==> src/rtl/core/adlk_pkg.sv <==
// adlk_pkg: shared types, widths and codes for the ladder keypad event decoder.
// No dependencies; imported by every module of the block.
`default_nettype none
package adlk_pkg;

    localparam int NUM_LEVELS_DEF = 5;
    localparam int MAX_LEVELS     = 8;
    localparam int LVL_W          = 3;
    localparam int KIND_W         = 2;
    localparam int SAMPLE_W       = 10;
    localparam int STAMP_W        = 32;
    localparam int MS_W           = 16;
    localparam int CFG_IDX_W      = 3;
    localparam int CFG_DATA_W     = 16;
    localparam int Q_DEPTH        = 4;

    localparam logic [KIND_W-1:0] KIND_PRESS   = 2'd0;
    localparam logic [KIND_W-1:0] KIND_RELEASE = 2'd1;
    localparam logic [KIND_W-1:0] KIND_LONG    = 2'd2;
    localparam logic [KIND_W-1:0] KIND_DOUBLE  = 2'd3;

    localparam logic [CFG_IDX_W-1:0] REG_THR0   = 3'd0;
    localparam logic [CFG_IDX_W-1:0] REG_THR1   = 3'd1;
    localparam logic [CFG_IDX_W-1:0] REG_THR2   = 3'd2;
    localparam logic [CFG_IDX_W-1:0] REG_THR3   = 3'd3;
    localparam logic [CFG_IDX_W-1:0] REG_POLL   = 3'd4;
    localparam logic [CFG_IDX_W-1:0] REG_DOUBLE = 3'd5;
    localparam logic [CFG_IDX_W-1:0] REG_LONG   = 3'd6;

    localparam logic [SAMPLE_W-1:0] THR0_RST   = 10'd861;
    localparam logic [SAMPLE_W-1:0] THR1_RST   = 10'd615;
    localparam logic [SAMPLE_W-1:0] THR2_RST   = 10'd371;
    localparam logic [SAMPLE_W-1:0] THR3_RST   = 10'd125;
    localparam logic [MS_W-1:0]     POLL_RST   = 16'd100;
    localparam logic [MS_W-1:0]     DOUBLE_RST = 16'd500;
    localparam logic [MS_W-1:0]     LONG_RST   = 16'd1000;

    // one queued command: a single event, or a set of releases (high to low)
    typedef struct packed {
        logic                  is_rel;
        logic [KIND_W-1:0]     kind;
        logic [LVL_W-1:0]      key;
        logic [MAX_LEVELS-1:0] rel_mask;
    } adlk_cmd_t;

endpackage
`default_nettype wire

==> src/rtl/core/adc_ladder_keypad_events.sv <==
// adc_ladder_keypad_events: top level of the ladder keypad event decoder.
// Instantiates adlk_front, adlk_fifo and adlk_back; depends on adlk_pkg.
//
//   channel  handshake               payload
//   cfg      cfg_we                  cfg_index, cfg_data
//   in       in_valid / in_stall     now_ms, sample
//   out      out_valid / out_stall   event_kind, key_level, last_of_run
//
// The front handles each sample in two steps (capture, then evaluate), set by its
// two-state sequencer; a full command queue holds it in evaluate while it has a
// command to push. The back sends one event beat per cycle while out_stall is low;
// a falling level gives one beat per released key.
// Reset clears all key state; configuration returns to its defaults.
// out_stall backs up the output register, then the 4-entry queue, then in_stall.
`default_nettype none
module adc_ladder_keypad_events #(
    parameter int NUM_LEVELS = adlk_pkg::NUM_LEVELS_DEF
) (
    input  wire                              clk,
    input  wire                              rst_n,
    input  wire                              cfg_we,
    input  wire  [adlk_pkg::CFG_IDX_W-1:0]   cfg_index,
    input  wire  [adlk_pkg::CFG_DATA_W-1:0]  cfg_data,
    input  wire                              in_valid,
    output logic                             in_stall,
    input  wire  [adlk_pkg::STAMP_W-1:0]     now_ms,
    input  wire  [adlk_pkg::SAMPLE_W-1:0]    sample,
    output logic                             out_valid,
    input  wire                              out_stall,
    output logic [adlk_pkg::KIND_W-1:0]      event_kind,
    output logic [adlk_pkg::LVL_W-1:0]       key_level,
    output logic                             last_of_run
);
    import adlk_pkg::*;

    logic      fq_valid, fq_stall, qb_valid, qb_stall;
    adlk_cmd_t fq_data, qb_data;

    adlk_front #(
        .NUM_LEVELS (NUM_LEVELS)
    ) u_front (
        .clk       (clk),
        .rst_n     (rst_n),
        .cfg_we    (cfg_we),
        .cfg_index (cfg_index),
        .cfg_data  (cfg_data),
        .in_valid  (in_valid),
        .in_stall  (in_stall),
        .now_ms    (now_ms),
        .sample    (sample),
        .q_valid   (fq_valid),
        .q_stall   (fq_stall),
        .q_data    (fq_data)
    );

    adlk_fifo u_fifo (
        .clk      (clk),
        .rst_n    (rst_n),
        .wr_valid (fq_valid),
        .wr_stall (fq_stall),
        .wr_data  (fq_data),
        .rd_valid (qb_valid),
        .rd_stall (qb_stall),
        .rd_data  (qb_data)
    );

    adlk_back u_back (
        .clk         (clk),
        .rst_n       (rst_n),
        .q_valid     (qb_valid),
        .q_stall     (qb_stall),
        .q_data      (qb_data),
        .out_valid   (out_valid),
        .out_stall   (out_stall),
        .event_kind  (event_kind),
        .key_level   (key_level),
        .last_of_run (last_of_run)
    );

endmodule
`default_nettype wire

==> src/rtl/core/adlk_front.sv <==
// adlk_front: config registers, poll gating, level classification and key state.
// Emits at most one command per due sample into the queue. Depends on adlk_pkg.
`default_nettype none
module adlk_front #(
    parameter int NUM_LEVELS = adlk_pkg::NUM_LEVELS_DEF
) (
    input  wire                              clk,
    input  wire                              rst_n,
    input  wire                              cfg_we,
    input  wire  [adlk_pkg::CFG_IDX_W-1:0]   cfg_index,
    input  wire  [adlk_pkg::CFG_DATA_W-1:0]  cfg_data,
    input  wire                              in_valid,
    output logic                             in_stall,
    input  wire  [adlk_pkg::STAMP_W-1:0]     now_ms,
    input  wire  [adlk_pkg::SAMPLE_W-1:0]    sample,
    output logic                             q_valid,
    input  wire                              q_stall,
    output adlk_pkg::adlk_cmd_t              q_data
);
    import adlk_pkg::*;

    localparam int IDX_W = (NUM_LEVELS > 1) ? $clog2(NUM_LEVELS) : 1;
    localparam logic [LVL_W-1:0] LVL_MAX = LVL_W'(NUM_LEVELS - 1);
    localparam logic ST_IDLE = 1'b0;
    localparam logic ST_EVAL = 1'b1;

    logic [SAMPLE_W-1:0] thr0_reg, thr1_reg, thr2_reg, thr3_reg;
    logic [MS_W-1:0]     poll_reg, dbl_reg, long_reg;

    logic                  state_reg, state_next;
    logic [STAMP_W-1:0]    now_reg;
    logic [SAMPLE_W-1:0]   sample_reg;
    logic [STAMP_W-1:0]    poll_stamp_reg, poll_stamp_next;
    logic [STAMP_W-1:0]    rel_stamp_reg, rel_stamp_next;
    logic [STAMP_W-1:0]    rep_stamp_reg, rep_stamp_next;
    logic [LVL_W-1:0]      prev_reg, prev_next;
    logic [LVL_W-1:0]      last_rel_reg, last_rel_next;
    logic [NUM_LEVELS-1:0] held_reg, held_next;

    logic [STAMP_W-1:0]    diff_poll, diff_rel, diff_rep;
    logic [LVL_W-1:0]      lvl_raw, lvl;
    logic                  due, rise, fall, long_hit, dbl_hit, push_c;
    logic [NUM_LEVELS-1:0] rel_mask;
    logic [LVL_W-1:0]      lowest_rel;
    logic [NUM_LEVELS-1:0] above_prev;

    always_ff @(posedge clk or negedge rst_n)
    begin
        if (!rst_n)
        begin
            thr0_reg <= THR0_RST;
            thr1_reg <= THR1_RST;
            thr2_reg <= THR2_RST;
            thr3_reg <= THR3_RST;
            poll_reg <= POLL_RST;
            dbl_reg  <= DOUBLE_RST;
            long_reg <= LONG_RST;
        end
        else if (cfg_we)
        begin
            unique case (cfg_index)
                REG_THR0:   thr0_reg <= cfg_data[SAMPLE_W-1:0];
                REG_THR1:   thr1_reg <= cfg_data[SAMPLE_W-1:0];
                REG_THR2:   thr2_reg <= cfg_data[SAMPLE_W-1:0];
                REG_THR3:   thr3_reg <= cfg_data[SAMPLE_W-1:0];
                REG_POLL:   poll_reg <= cfg_data;
                REG_DOUBLE: dbl_reg  <= cfg_data;
                REG_LONG:   long_reg <= cfg_data;
                default:    ;
            endcase
        end
    end

    assign diff_poll = now_reg - poll_stamp_reg;
    assign diff_rel  = now_reg - rel_stamp_reg;
    assign diff_rep  = now_reg - rep_stamp_reg;
    assign due       = diff_poll > STAMP_W'(poll_reg);

    always_comb
    begin
        priority if (sample_reg > thr0_reg) lvl_raw = LVL_W'(0);
        else if (sample_reg > thr1_reg)     lvl_raw = LVL_W'(1);
        else if (sample_reg > thr2_reg)     lvl_raw = LVL_W'(2);
        else if (sample_reg > thr3_reg)     lvl_raw = LVL_W'(3);
        else                                lvl_raw = LVL_W'(4);
    end

    assign lvl      = (lvl_raw > LVL_MAX) ? LVL_MAX : lvl_raw;
    assign rise     = lvl > prev_reg;
    assign fall     = lvl < prev_reg;
    assign long_hit = !rise && !fall && (lvl != '0) && (diff_rep > STAMP_W'(long_reg));
    assign dbl_hit  = (last_rel_reg == lvl) && (diff_rel < STAMP_W'(dbl_reg));

    always_comb
    begin
        rel_mask   = '0;
        lowest_rel = last_rel_reg;
        for (int j = NUM_LEVELS - 1; j >= 0; j--)
        begin
            rel_mask[j] = held_reg[j] && (LVL_W'(j) > lvl) && (LVL_W'(j) <= prev_reg);
            if (rel_mask[j])
                lowest_rel = LVL_W'(j);
        end
    end

    assign push_c = due && (rise || long_hit || (fall && (rel_mask != '0)));

    always_comb
    begin
        q_data.is_rel   = fall;
        q_data.kind     = rise ? (dbl_hit ? KIND_DOUBLE : KIND_PRESS) : KIND_LONG;
        q_data.key      = lvl;
        q_data.rel_mask = MAX_LEVELS'(rel_mask);
    end

    assign q_valid  = (state_reg == ST_EVAL) && push_c;
    assign in_stall = (state_reg != ST_IDLE);

    always_comb
    begin
        state_next      = state_reg;
        poll_stamp_next = poll_stamp_reg;
        rel_stamp_next  = rel_stamp_reg;
        rep_stamp_next  = rep_stamp_reg;
        prev_next       = prev_reg;
        last_rel_next   = last_rel_reg;
        held_next       = held_reg;
        unique case (state_reg)
            ST_IDLE:
            begin
                if (in_valid)
                    state_next = ST_EVAL;
            end
            ST_EVAL:
            begin
                if (!push_c || !q_stall)
                begin
                    state_next = ST_IDLE;
                    if (due)
                    begin
                        poll_stamp_next = now_reg;
                        prev_next       = lvl;
                        if (rise || fall)
                            rep_stamp_next = now_reg;
                        if (long_hit)
                            rep_stamp_next = now_reg;
                        if (rise)
                            held_next[lvl[IDX_W-1:0]] = 1'b1;
                        if (fall)
                        begin
                            held_next = held_reg & ~rel_mask;
                            if (rel_mask != '0)
                            begin
                                last_rel_next  = lowest_rel;
                                rel_stamp_next = now_reg;
                            end
                        end
                    end
                end
            end
            default: state_next = ST_IDLE;
        endcase
    end

    always_ff @(posedge clk or negedge rst_n)
    begin
        if (!rst_n)
        begin
            state_reg      <= ST_IDLE;
            poll_stamp_reg <= '0;
            rel_stamp_reg  <= '0;
            rep_stamp_reg  <= '0;
            prev_reg       <= '0;
            last_rel_reg   <= '0;
            held_reg       <= '0;
        end
        else
        begin
            state_reg      <= state_next;
            poll_stamp_reg <= poll_stamp_next;
            rel_stamp_reg  <= rel_stamp_next;
            rep_stamp_reg  <= rep_stamp_next;
            prev_reg       <= prev_next;
            last_rel_reg   <= last_rel_next;
            held_reg       <= held_next;
        end
    end

    always_ff @(posedge clk)
    begin
        if (in_valid && !in_stall)
        begin
            now_reg    <= now_ms;
            sample_reg <= sample;
        end
    end

    always_comb
    begin
        for (int j = 0; j < NUM_LEVELS; j++)
            above_prev[j] = LVL_W'(j) > prev_reg;
    end

    // marks only exist at levels from one up to the previous level in prev_reg
    a_marks_bounded: assert property (@(posedge clk) disable iff (!rst_n)
        ((held_reg & above_prev) == '0) && !held_reg[0])
        else $error("key mark outside held range");

    a_prev_capped: assert property (@(posedge clk) disable iff (!rst_n)
        prev_reg <= LVL_MAX)
        else $error("previous level above cap");

endmodule
`default_nettype wire

==> src/rtl/core/adlk_fifo.sv <==
// adlk_fifo: short command queue between front and back, valid/stall both sides.
// Depends on adlk_pkg for the command type and depth.
`default_nettype none
module adlk_fifo (
    input  wire                  clk,
    input  wire                  rst_n,
    input  wire                  wr_valid,
    output logic                 wr_stall,
    input  wire adlk_pkg::adlk_cmd_t wr_data,
    output logic                 rd_valid,
    input  wire                  rd_stall,
    output adlk_pkg::adlk_cmd_t  rd_data
);
    import adlk_pkg::*;

    localparam int PTR_W = $clog2(Q_DEPTH);
    localparam int CNT_W = $clog2(Q_DEPTH + 1);

    adlk_cmd_t          mem_reg [Q_DEPTH];
    logic [PTR_W-1:0]   wr_ptr_reg, rd_ptr_reg;
    logic [CNT_W-1:0]   count_reg, count_next;
    logic               push, pop;

    assign wr_stall = (count_reg == CNT_W'(Q_DEPTH));
    assign rd_valid = (count_reg != '0);
    assign rd_data  = mem_reg[rd_ptr_reg];
    assign push     = wr_valid && !wr_stall;
    assign pop      = rd_valid && !rd_stall;

    always_comb
    begin
        count_next = count_reg;
        if (push && !pop)
            count_next = count_reg + CNT_W'(1);
        else if (pop && !push)
            count_next = count_reg - CNT_W'(1);
    end

    always_ff @(posedge clk or negedge rst_n)
    begin
        if (!rst_n)
        begin
            wr_ptr_reg <= '0;
            rd_ptr_reg <= '0;
            count_reg  <= '0;
        end
        else
        begin
            if (push)
                wr_ptr_reg <= wr_ptr_reg + PTR_W'(1);
            if (pop)
                rd_ptr_reg <= rd_ptr_reg + PTR_W'(1);
            count_reg <= count_next;
        end
    end

    always_ff @(posedge clk)
    begin
        if (push)
            mem_reg[wr_ptr_reg] <= wr_data;
    end

    a_ptr_count: assert property (@(posedge clk) disable iff (!rst_n)
        (count_reg <= CNT_W'(Q_DEPTH)) &&
        (PTR_W'(wr_ptr_reg - rd_ptr_reg) == count_reg[PTR_W-1:0]))
        else $error("queue pointers and count disagree");

endmodule
`default_nettype wire

==> src/rtl/core/adlk_back.sv <==
// adlk_back: expands queued commands into event beats, releases from high to low.
// Holds the output register. Depends on adlk_pkg.
`default_nettype none
module adlk_back (
    input  wire                            clk,
    input  wire                            rst_n,
    input  wire                            q_valid,
    output logic                           q_stall,
    input  wire adlk_pkg::adlk_cmd_t       q_data,
    output logic                           out_valid,
    input  wire                            out_stall,
    output logic [adlk_pkg::KIND_W-1:0]    event_kind,
    output logic [adlk_pkg::LVL_W-1:0]     key_level,
    output logic                           last_of_run
);
    import adlk_pkg::*;

    adlk_cmd_t             cmd_reg, cmd_next;
    logic                  cmd_valid_reg, cmd_valid_next;
    logic                  out_valid_reg, out_valid_next;
    logic [KIND_W-1:0]     kind_reg, kind_next;
    logic [LVL_W-1:0]      key_reg, key_next;
    logic                  last_reg, last_next;

    logic                  out_load, finish, cmd_free;
    logic [LVL_W-1:0]      hi;
    logic [MAX_LEVELS-1:0] remaining;

    always_comb
    begin
        hi = '0;
        for (int j = 0; j < MAX_LEVELS; j++)
            if (cmd_reg.rel_mask[j])
                hi = LVL_W'(j);
    end

    assign remaining = cmd_reg.rel_mask & ~(MAX_LEVELS'(1) << hi);
    assign out_load  = !out_valid_reg || !out_stall;
    assign finish    = out_load && cmd_valid_reg && (!cmd_reg.is_rel || (remaining == '0));
    assign cmd_free  = !cmd_valid_reg || finish;
    assign q_stall   = !cmd_free;

    always_comb
    begin
        cmd_next       = cmd_reg;
        cmd_valid_next = cmd_valid_reg;
        out_valid_next = out_valid_reg;
        kind_next      = kind_reg;
        key_next       = key_reg;
        last_next      = last_reg;
        if (out_load)
        begin
            out_valid_next = cmd_valid_reg;
            if (cmd_reg.is_rel)
            begin
                kind_next         = KIND_RELEASE;
                key_next          = hi;
                last_next         = (remaining == '0);
                cmd_next.rel_mask = remaining;
            end
            else
            begin
                kind_next = cmd_reg.kind;
                key_next  = cmd_reg.key;
                last_next = 1'b1;
            end
        end
        if (finish)
            cmd_valid_next = 1'b0;
        if (cmd_free && q_valid)
        begin
            cmd_next       = q_data;
            cmd_valid_next = 1'b1;
        end
    end

    always_ff @(posedge clk or negedge rst_n)
    begin
        if (!rst_n)
        begin
            cmd_valid_reg <= 1'b0;
            out_valid_reg <= 1'b0;
        end
        else
        begin
            cmd_valid_reg <= cmd_valid_next;
            out_valid_reg <= out_valid_next;
        end
    end

    always_ff @(posedge clk)
    begin
        cmd_reg  <= cmd_next;
        kind_reg <= kind_next;
        key_reg  <= key_next;
        last_reg <= last_next;
    end

    assign out_valid   = out_valid_reg;
    assign event_kind  = kind_reg;
    assign key_level   = key_reg;
    assign last_of_run = last_reg;

    a_rel_nonempty: assert property (@(posedge clk) disable iff (!rst_n)
        (cmd_valid_reg && cmd_reg.is_rel) |-> (cmd_reg.rel_mask != '0))
        else $error("empty release command held");

    a_key_nonzero: assert property (@(posedge clk) disable iff (!rst_n)
        out_valid_reg |-> (key_reg != '0))
        else $error("event beat for key zero");

endmodule
`default_nettype wire
==> config.mk <==
export PLATFORM = sky130hd
export DESIGN_NAME = adc_ladder_keypad_events
export DESIGN_NICKNAME = d
export VERILOG_FILES = /design/src/rtl/core/adlk_pkg.sv /design/src/rtl/core/adc_ladder_keypad_events.sv /design/src/rtl/core/adlk_front.sv /design/src/rtl/core/adlk_fifo.sv /design/src/rtl/core/adlk_back.sv
export SDC_FILE = /design/constraint.sdc
export NUM_CORES = 1
export LEC_CHECK = 0
export BUFFER_PORTS_ARGS = -buffer_cell sky130_fd_sc_hd__clkbuf_2
export CAP_MARGIN = 20
export CORE_MARGIN = 2
export CORE_UTILIZATION = 55
export CTS_CLUSTER_DIAMETER = 50
export CTS_CLUSTER_SIZE = 20
export DETAILED_ROUTE_END_ITERATION = 10
export HOLD_SLACK_MARGIN = 0.03
export PLACE_DENSITY = 0.81
export SYNTH_ARGS = -nofsm -noshare
export SYNTH_HDL_FRONTEND = slang
export SYNTH_SLANG_ARGS = --single-unit
==> constraint.sdc <==
create_clock -name clk -period 8.55 [get_ports clk]
set_input_delay 0.855 -clock clk [delete_from_list [all_inputs] [get_ports clk]]
set_output_delay 0.855 -clock clk [all_outputs]
set_load 0.03 [all_outputs]
==> flow_summary_export.csv, run 1 <==
group,metric,value,unit
status,status,"finished clean",
place,hpwl,36500,um
pwr,p_leak,9.70,nW
logic_synthesis,synth.distinct_cells,87,
logic_synthesis,netlist.area_leader.share,20.7,%
pwr,p_int,0.00488,W
logic_synthesis,yosysTopAreaCell,"dfrtp_1",
clock_network,clock_sinks,310,
logic_synthesis,syn-instance-count,1972,
drt,wirelength,48600,um
floorplanning,ios,74,
timing,setup_tns,0,ns
timing,max_freq,152,MHz
drt,route.detailed.drc,0,
place,port_buffers,73,
drt,antenna_left,0,
drt,drt_iter0_markers,1167,
pwr,irDropWorstVdd,0.263,mV
clock_network,cts_resized,0,
pwr,p_seq_share,27.9,%
grt,antenna_found_initial,0,
layout,n_fill_cell,2875,
pwr,power_switching,0.00367,W
critical_path,cp.required,9.02,ns
pwr,p_sw_share,42.9,%
pwr,power_density,390,nW/um^2
logic_synthesis,seq_area_frac_synth,42.1,%
floorplanning,floorplan.initialDensity,55.7,%
clock_network,htreeDepth,2,
timing,fin_skew,0.0326,ns
logic_synthesis,avgSynthCellArea,10.1,um^2
layout,antenna_cells,0,
logic_synthesis,synthArstFlopShare,65.8,%
drt,wl_per_cell,19.2,um
grt,grt_max_degree,81,
clock_network,numCtsBuffers,36,
clock_network,post_cts_buffers,0,
logic_synthesis,synth_area,19800,um^2
timing,slew_viol_final,0,
logic_synthesis,ys_ff_latch,310,
clock_network,path_clk_slew,0.07,ns
grt,grt_pass1_vias,15199,
layout,largest_reg_flops,44,
floorplanning,die_w,194,um
grt,grt_pass1_wl,79000,um
layout,area_growth,10.5,%
clock_network,cts_buffer_depth,3,
clock_network,clk_latency,0.54,ns
drt,dr_total_vias,15282,
logic_synthesis,synthTopCellsByArea,"dfrtp_1 (21%), edfxtp_1 (16%), ha_1 (12%)",
timing,slew_headroom,33.4,%
critical_path,startpoint_type,"register",
floorplanning,die_y,194,um
critical_path,reg2reg_slack,1.95,ns
floorplanning,core_region_area,35600,um^2
critical_path,worstSetupPathType,"register to register",
layout,final_cell_mix,"inv_1 (211), ha_1 (188), nand2_1 (167)",
drt,first_pass_iters,5,
critical_path,crit_path_max_fanout,9,
layout,fin_nets,2303,
critical_path,crit_path_end_kind,"register",
timing,fin_crit,6.60,ns
pwr,total_power,0.00855,W
critical_path,reg2reg_from,"u_front.now_reg[0]",
floorplanning,dieArea,37600,um^2
timing,rsz0062_at_grt,"false",
critical_path,cp_slowest_stage_delay,0.70,ns
clock_network,ctsHoldBuffers,0,
logic_synthesis,ys.flop_type,"dfrtp_1",
critical_path,arrival,7.06,ns
clock_network,root_buffer,"clkbuf_16",
pwr,power.share.combinational,54.0,%
flow_run,maxCapViolCount,0,
layout,layout-drive-gt1-share,16.5,%
layout,final_common_cell,"inv_1",
timing,hold_viol_final,0,
critical_path,reg2reg_depth,29,
timing,final-setup-viol-count,0,
logic_synthesis,yosys_warnings,0,
timing,fin_crit_sh,77.2,%
drt,viasPerCell,6.03,
clock_network,cts_tree,"yes",
place,globalplace.congestion,0.952,
critical_path,worst_path_max_delay_cell,"a211oi_1",
pwr,pwr-share-clk,18.1,%
critical_path,regToRegEndpoint,"u_fifo.count_reg[2]",
critical_path,startpoint,"u_front.now_reg[0]",
logic_synthesis,synth_edf_count,106,
floorplanning,row_count,69,
grt,grt.overflow.total,0,
worst_hold_path,hold_path_class,"input pin to async pin",
timing,tightest_slew,0.994,ns
grt,gr-usage-all-layers,25.9,%
==> critical path, delay by kind of cell, from the launching register on <==
kind            cells  cell delay, ns
compound gates      9            2.32
fa+ha+maj           5            1.55
simple gates        8            1.30
xor+xnor            3            0.48
buf+inv             4            0.45
flops               1            0.42
==> power by group through the flow <==
stage / logic (W) / clock network [W] / registers [W]
floorplan: 0.00348 / 0 / 0.00231
global placement: 0.00439 / 0 / 0.00238
finish: 0.00462 / 0.00155 / 0.00238
global route: 0.00511 / 0.00164 / 0.00244
detailed placement: 0.00453 / 0 / 0.00240
CTS: 0.00458 / 0.00158 / 0.00238
==> cells in the mapped netlist, drive strengths merged (20+ instances only) <==
cell type,instances
ha,188
a21o,47
dfrtp,164
nor2b,26
a21oi,134
nand4,35
inv,211
nor2,94
xnor2,41
o211ai,20
xor2,32
nand2,167
nor3,33
o21a,20
nand3,35
dfstp,40
and3,21
clkbuf,48
edfxtp,106
mux2,120
o21ai,140
==> metrics by stage <==
stage / std cells / hold slack [ns] / setup slack, ns / cell area, um^2 / utilization, %
6_report: 2534 / 0.356 / 1.95 / 21900 / 61.6
5_1_grt: 2534 / 0.397 / 1.58 / 21900 / 61.6
4_1_cts: 2534 / 0.372 / 2.03 / 21900 / 61.6
3_5_place_dp: 2468 / 0.473 / 2.04 / 20700 / 58.2
3_3_place_gp: 2468 / 0.470 / 2.23 / 20700 / 58.2
2_1_floorplan: 1976 / 0.435 / 2.78 / 19800 / -
==> how the worst max path moves through the flow <==
| stage | to | depth (start not counted) |
|---|---|---|
| final | u_fifo.count_reg[2] | 29 |
| after global routing | u_fifo.count_reg[2] | 29 |
| after CTS | u_fifo.count_reg[2] | 29 |
| after detailed placement | u_fifo.count_reg[2] | 29 |
| after global placement | u_fifo.count_reg[2] | 29 |
| after floorplan | u_fifo.count_reg[2] | 28 |
==> logic make-up (layout without fill, tap and decap cells) <==
kind of cell    Yosys count  count (layout)  share of synthesized area, %
flops                   310             310                          42.1
other cells               1               5                        0.0189
buf+inv                 266             363                          5.17
simple gates            499             499                          12.4
xor+xnor                 73              73                          3.22
compound gates          494             494                          16.0
fa+ha+maj               194             194                          12.4
mux                     135             135                          8.84
==> cell type report <==
type	count	area, um^2	share of cell area [%]
Timing Repair Buffer	86	472	2.15
Inverter	211	792	3.62
Multi-Input combinational cell	1400	10500	48.0
Tap cell	461	577	2.63
Clock buffer	37	926	4.23
Sequential cell	310	8340	38.1
Clock inverter	29	289	1.32
==> metal layers <==
layer / wire [um] / vias to the layer above / track usage, %
met4: 1420 / 0 / 8.70
met2: 23300 / 432 / 43.6
met1: 21600 / 7481 / 34.8
met5: 0 / - / 0
li1: - / 7272 / -
met3: 2370 / 97 / 3.37
Note: power is estimated with default switching activity, not from simulation.
==> inputs of run 2 (changes only) <==
--- a/config.mk
+++ b/config.mk
@@ -5,6 +5,7 @@
 export SDC_FILE = /design/constraint.sdc
 export NUM_CORES = 1
 export LEC_CHECK = 0
+export ABC_AREA = 1
 export BUFFER_PORTS_ARGS = -buffer_cell sky130_fd_sc_hd__clkbuf_2
 export CAP_MARGIN = 20
 export CORE_MARGIN = 2
@@ -13,7 +14,7 @@
 export CTS_CLUSTER_SIZE = 20
 export DETAILED_ROUTE_END_ITERATION = 10
 export HOLD_SLACK_MARGIN = 0.03
-export PLACE_DENSITY = 0.81
+export PLACE_DENSITY = 0.84
 export SYNTH_ARGS = -nofsm -noshare
 export SYNTH_HDL_FRONTEND = slang
 export SYNTH_SLANG_ARGS = --single-unit
==> constraint.sdc (replaced) <==
create_clock -name clk -period 5.85 [get_ports clk]
set_input_delay 0.585 -clock clk [delete_from_list [all_inputs] [get_ports clk]]
set_output_delay 0.585 -clock clk [all_outputs]
set_load 0.03 [all_outputs]
==> flow_summary_export.csv, run 2 <==
group,metric,value,unit
logic_synthesis,netlist.area_leader.share,20.3,%
grt,antenna_found_initial,0,
layout,area_growth,10.1,%
timing,tightest_slew,1.07,ns
logic_synthesis,ys.flop_type,"dfrtp_1",
logic_synthesis,synth_edf_count,106,
worst_hold_path,hold_path_class,"input pin to async pin",
layout,final_cell_mix,"nand2_1 (691), inv_1 (418), o21ai_0 (224)",
layout,n_fill_cell,3086,
timing,slew_headroom,28.4,%
logic_synthesis,yosysTopAreaCell,"dfrtp_1",
layout,fin_nets,2957,
floorplanning,row_count,70,
clock_network,root_buffer,"clkbuf_16",
clock_network,clock_sinks,310,
layout,layout-drive-gt1-share,7.41,%
timing,fin_crit,5.38,ns
logic_synthesis,avgSynthCellArea,7.71,um^2
critical_path,startpoint_type,"register",
logic_synthesis,synth_common_cells,"nand2_1 (691), inv_1 (419), o21ai_0 (224), nor2_1 (213), ha_1 (188)",
layout,antenna_cells,0,
critical_path,startpoint,"u_front.now_reg[6]",
critical_path,crit_path_max_fanout,7,
clock_network,cts_tree,"yes",
clock_network,numCtsBuffers,35,
critical_path,worst_path_max_delay_cell,"edfxtp_1",
status,status,"finished clean",
logic_synthesis,synth.most_common_cell,"nand2_1",
floorplanning,floorplan.initialDensity,55.5,%
floorplanning,die_w,196,um
timing,slew_viol_final,0,
critical_path,crit_path_end_kind,"register",
critical_path,arrival,5.79,ns
logic_synthesis,ys_ff_latch,310,
clock_network,clk_latency,0.54,ns
flow_run,maxCapViolCount,0,
critical_path,cp_slowest_stage_delay,0.50,ns
drt,wirelength,55100,um
floorplanning,ios,74,
critical_path,worstSetupPathType,"register to register",
place,dp_cells,3130,
timing,fin_skew,0.0236,ns
logic_synthesis,synth.distinct_cells,47,
logic_synthesis,synth_top_family_by_area,"simple AND/OR/NAND/NOR gates",
pwr,irDropWorstVdd,0.330,mV
drt,first_pass_iters,6,
clock_network,htreeDepth,2,
floorplanning,core_region_area,36400,um^2
drt,wl_per_cell,17.3,um
grt,grt_pass1_wl,89200,um
logic_synthesis,synthAdderAreaFrac,12.0,%
logic_synthesis,synth_compound_gate_area_share,12.3,%
timing,fin_crit_sh,92.0,%
place,hpwl,42700,um
critical_path,cp.required,6.26,ns
timing,max_freq,186,MHz
layout,stdcell_count,3194,
drt,drt_iter0_markers,1539,
critical_path,crit_top_cell,"nand2_1",
floorplanning,dieArea,38300,um^2
clock_network,ctsHoldBuffers,0,
logic_synthesis,yosys_warnings,0,
logic_synthesis,synth_area,20200,um^2
place,port_buffers,73,
logic_synthesis,seq_area_frac_synth,41.2,%
timing,rsz0062_at_grt,"false",
logic_synthesis,synthTopCellsByArea,"dfrtp_1 (20%), edfxtp_1 (16%), nand2_1 (13%)",
grt,grt_pass1_vias,17781,
logic_synthesis,synthArstFlopShare,65.8,%
drt,dr_total_vias,18109,
clock_network,cts_resized,0,
logic_synthesis,syn-instance-count,2626,
grt,grt.overflow.total,0,
pwr,p_leak,10.9,nW
floorplanning,die_y,196,um
drt,antenna_left,0,
timing,hold_viol_final,0,
layout,final_common_cell,"nand2_1",
clock_network,post_cts_buffers,0,
logic_synthesis,synthXorXnorAreaFrac,2.64,%
layout,largest_reg_flops,44,
drt,route.detailed.drc,0,
logic_synthesis,synth-simple-area-share,22.8,%
critical_path,reg2reg_from,"u_front.now_reg[6]",
clock_network,cts_buffer_depth,3,
grt,gr-usage-all-layers,29.1,%
place,globalplace.congestion,1.08,
logic_synthesis,muxShareOfSynthArea,0.0557,%
timing,setup_tns,0,ns
timing,final-setup-viol-count,0,
grt,grt_max_degree,105,
pwr,power_density,534,nW/um^2
clock_network,path_clk_slew,0.06,ns
drt,viasPerCell,5.67,
[run 2: cell count changes in the layout (fill, tap and decap cells not counted), sizes merged, moves of 16 or more]
cell and delta:
xor2 +16, nor2b -26, nand2 +529, xnor2 -28, nand4 +29, o21ai +132, inv +211, nand3 +69
a21o -37, nor2 +120, mux2 -119, and3 -21
[run 2: path summary, 6_finish.rpt]
| path | end | slack (ns) | cells past startpoint |
|---|---|---|---|
| max | u_fifo.count_reg[1] | 0.47 | 28 |
| min | u_front.poll_stamp_reg[28] | 0.10 | 1 |
| max reg2reg | u_fifo.count_reg[1] | 0.47 | 28 |
| min reg2reg | u_back.out_valid | 0.47 | 2 |
| max in group asynchronous | u_front.poll_reg[12] | 4.67 | 2 |
| min in group clk | u_front.sample_reg[1] | 0.21 | 1 |
[run 2: critical path, delay by kind of cell, from the launching register on]
kind            cells  cell delay [ns]
compound gates      1             0.34
buf+inv             2             0.22
xor+xnor            1             0.30
flops               1             0.50
mux                 1             0.27
fa+ha+maj           4             1.25
simple gates       19             2.38
[run 2: routing by layer]
metal	routed length, um	track usage (%)	vias to the layer above
met5	0	0	-
met4	2170	12.3	0
met3	4280	4.90	155
met2	25800	48.0	692
met1	22900	38.2	8545
li1	-	-	8717
[run 2: report_power, final]
group,internal [W],switching (W),leakage [nW]
registers,0.00299,0.000404,3.49
clock network,0.00124,0.00100,0.580
logic,0.00215,0.00412,6.83
[run 2: area by class of cell]
cell class                 instances  area, um^2  share of cell area, %
inverter                         421        1580                   7.09
timing repair buffer              84         482                   2.16
clock inverter                    22         228                   1.02
sequential                       310        8340                   37.4
tap                              468         586                   2.63
clock buffer                      42         965                   4.33
multi-input combinational       1847       10100                   45.3
[run 2: cells by family after synthesis]
logic type / Yosys count
AOI/OAI and AO/OA: 470
xor gates and xnor gates: 61
adders and majority gates: 192
buffers and inverters: 473
DFF: 310
muxes: 1
other: 1
and+or+nand+nor: 1118
[run 2: metrics by stage]
stage               instance area (um^2)  power, W  util (%)  setup slack [ns]  hold WS [ns]
finish                             22300    0.0119      61.2             0.469         0.101
CTS                                22300    0.0118      61.2             0.640         0.177
detailed placement                 21100   0.00953      57.9             0.687         0.459
global route                       22300    0.0129      61.2             0.122         0.194
global placement                   21100   0.00928      57.9             0.847         0.447
floorplan                          20200   0.00785         -              1.47         0.289
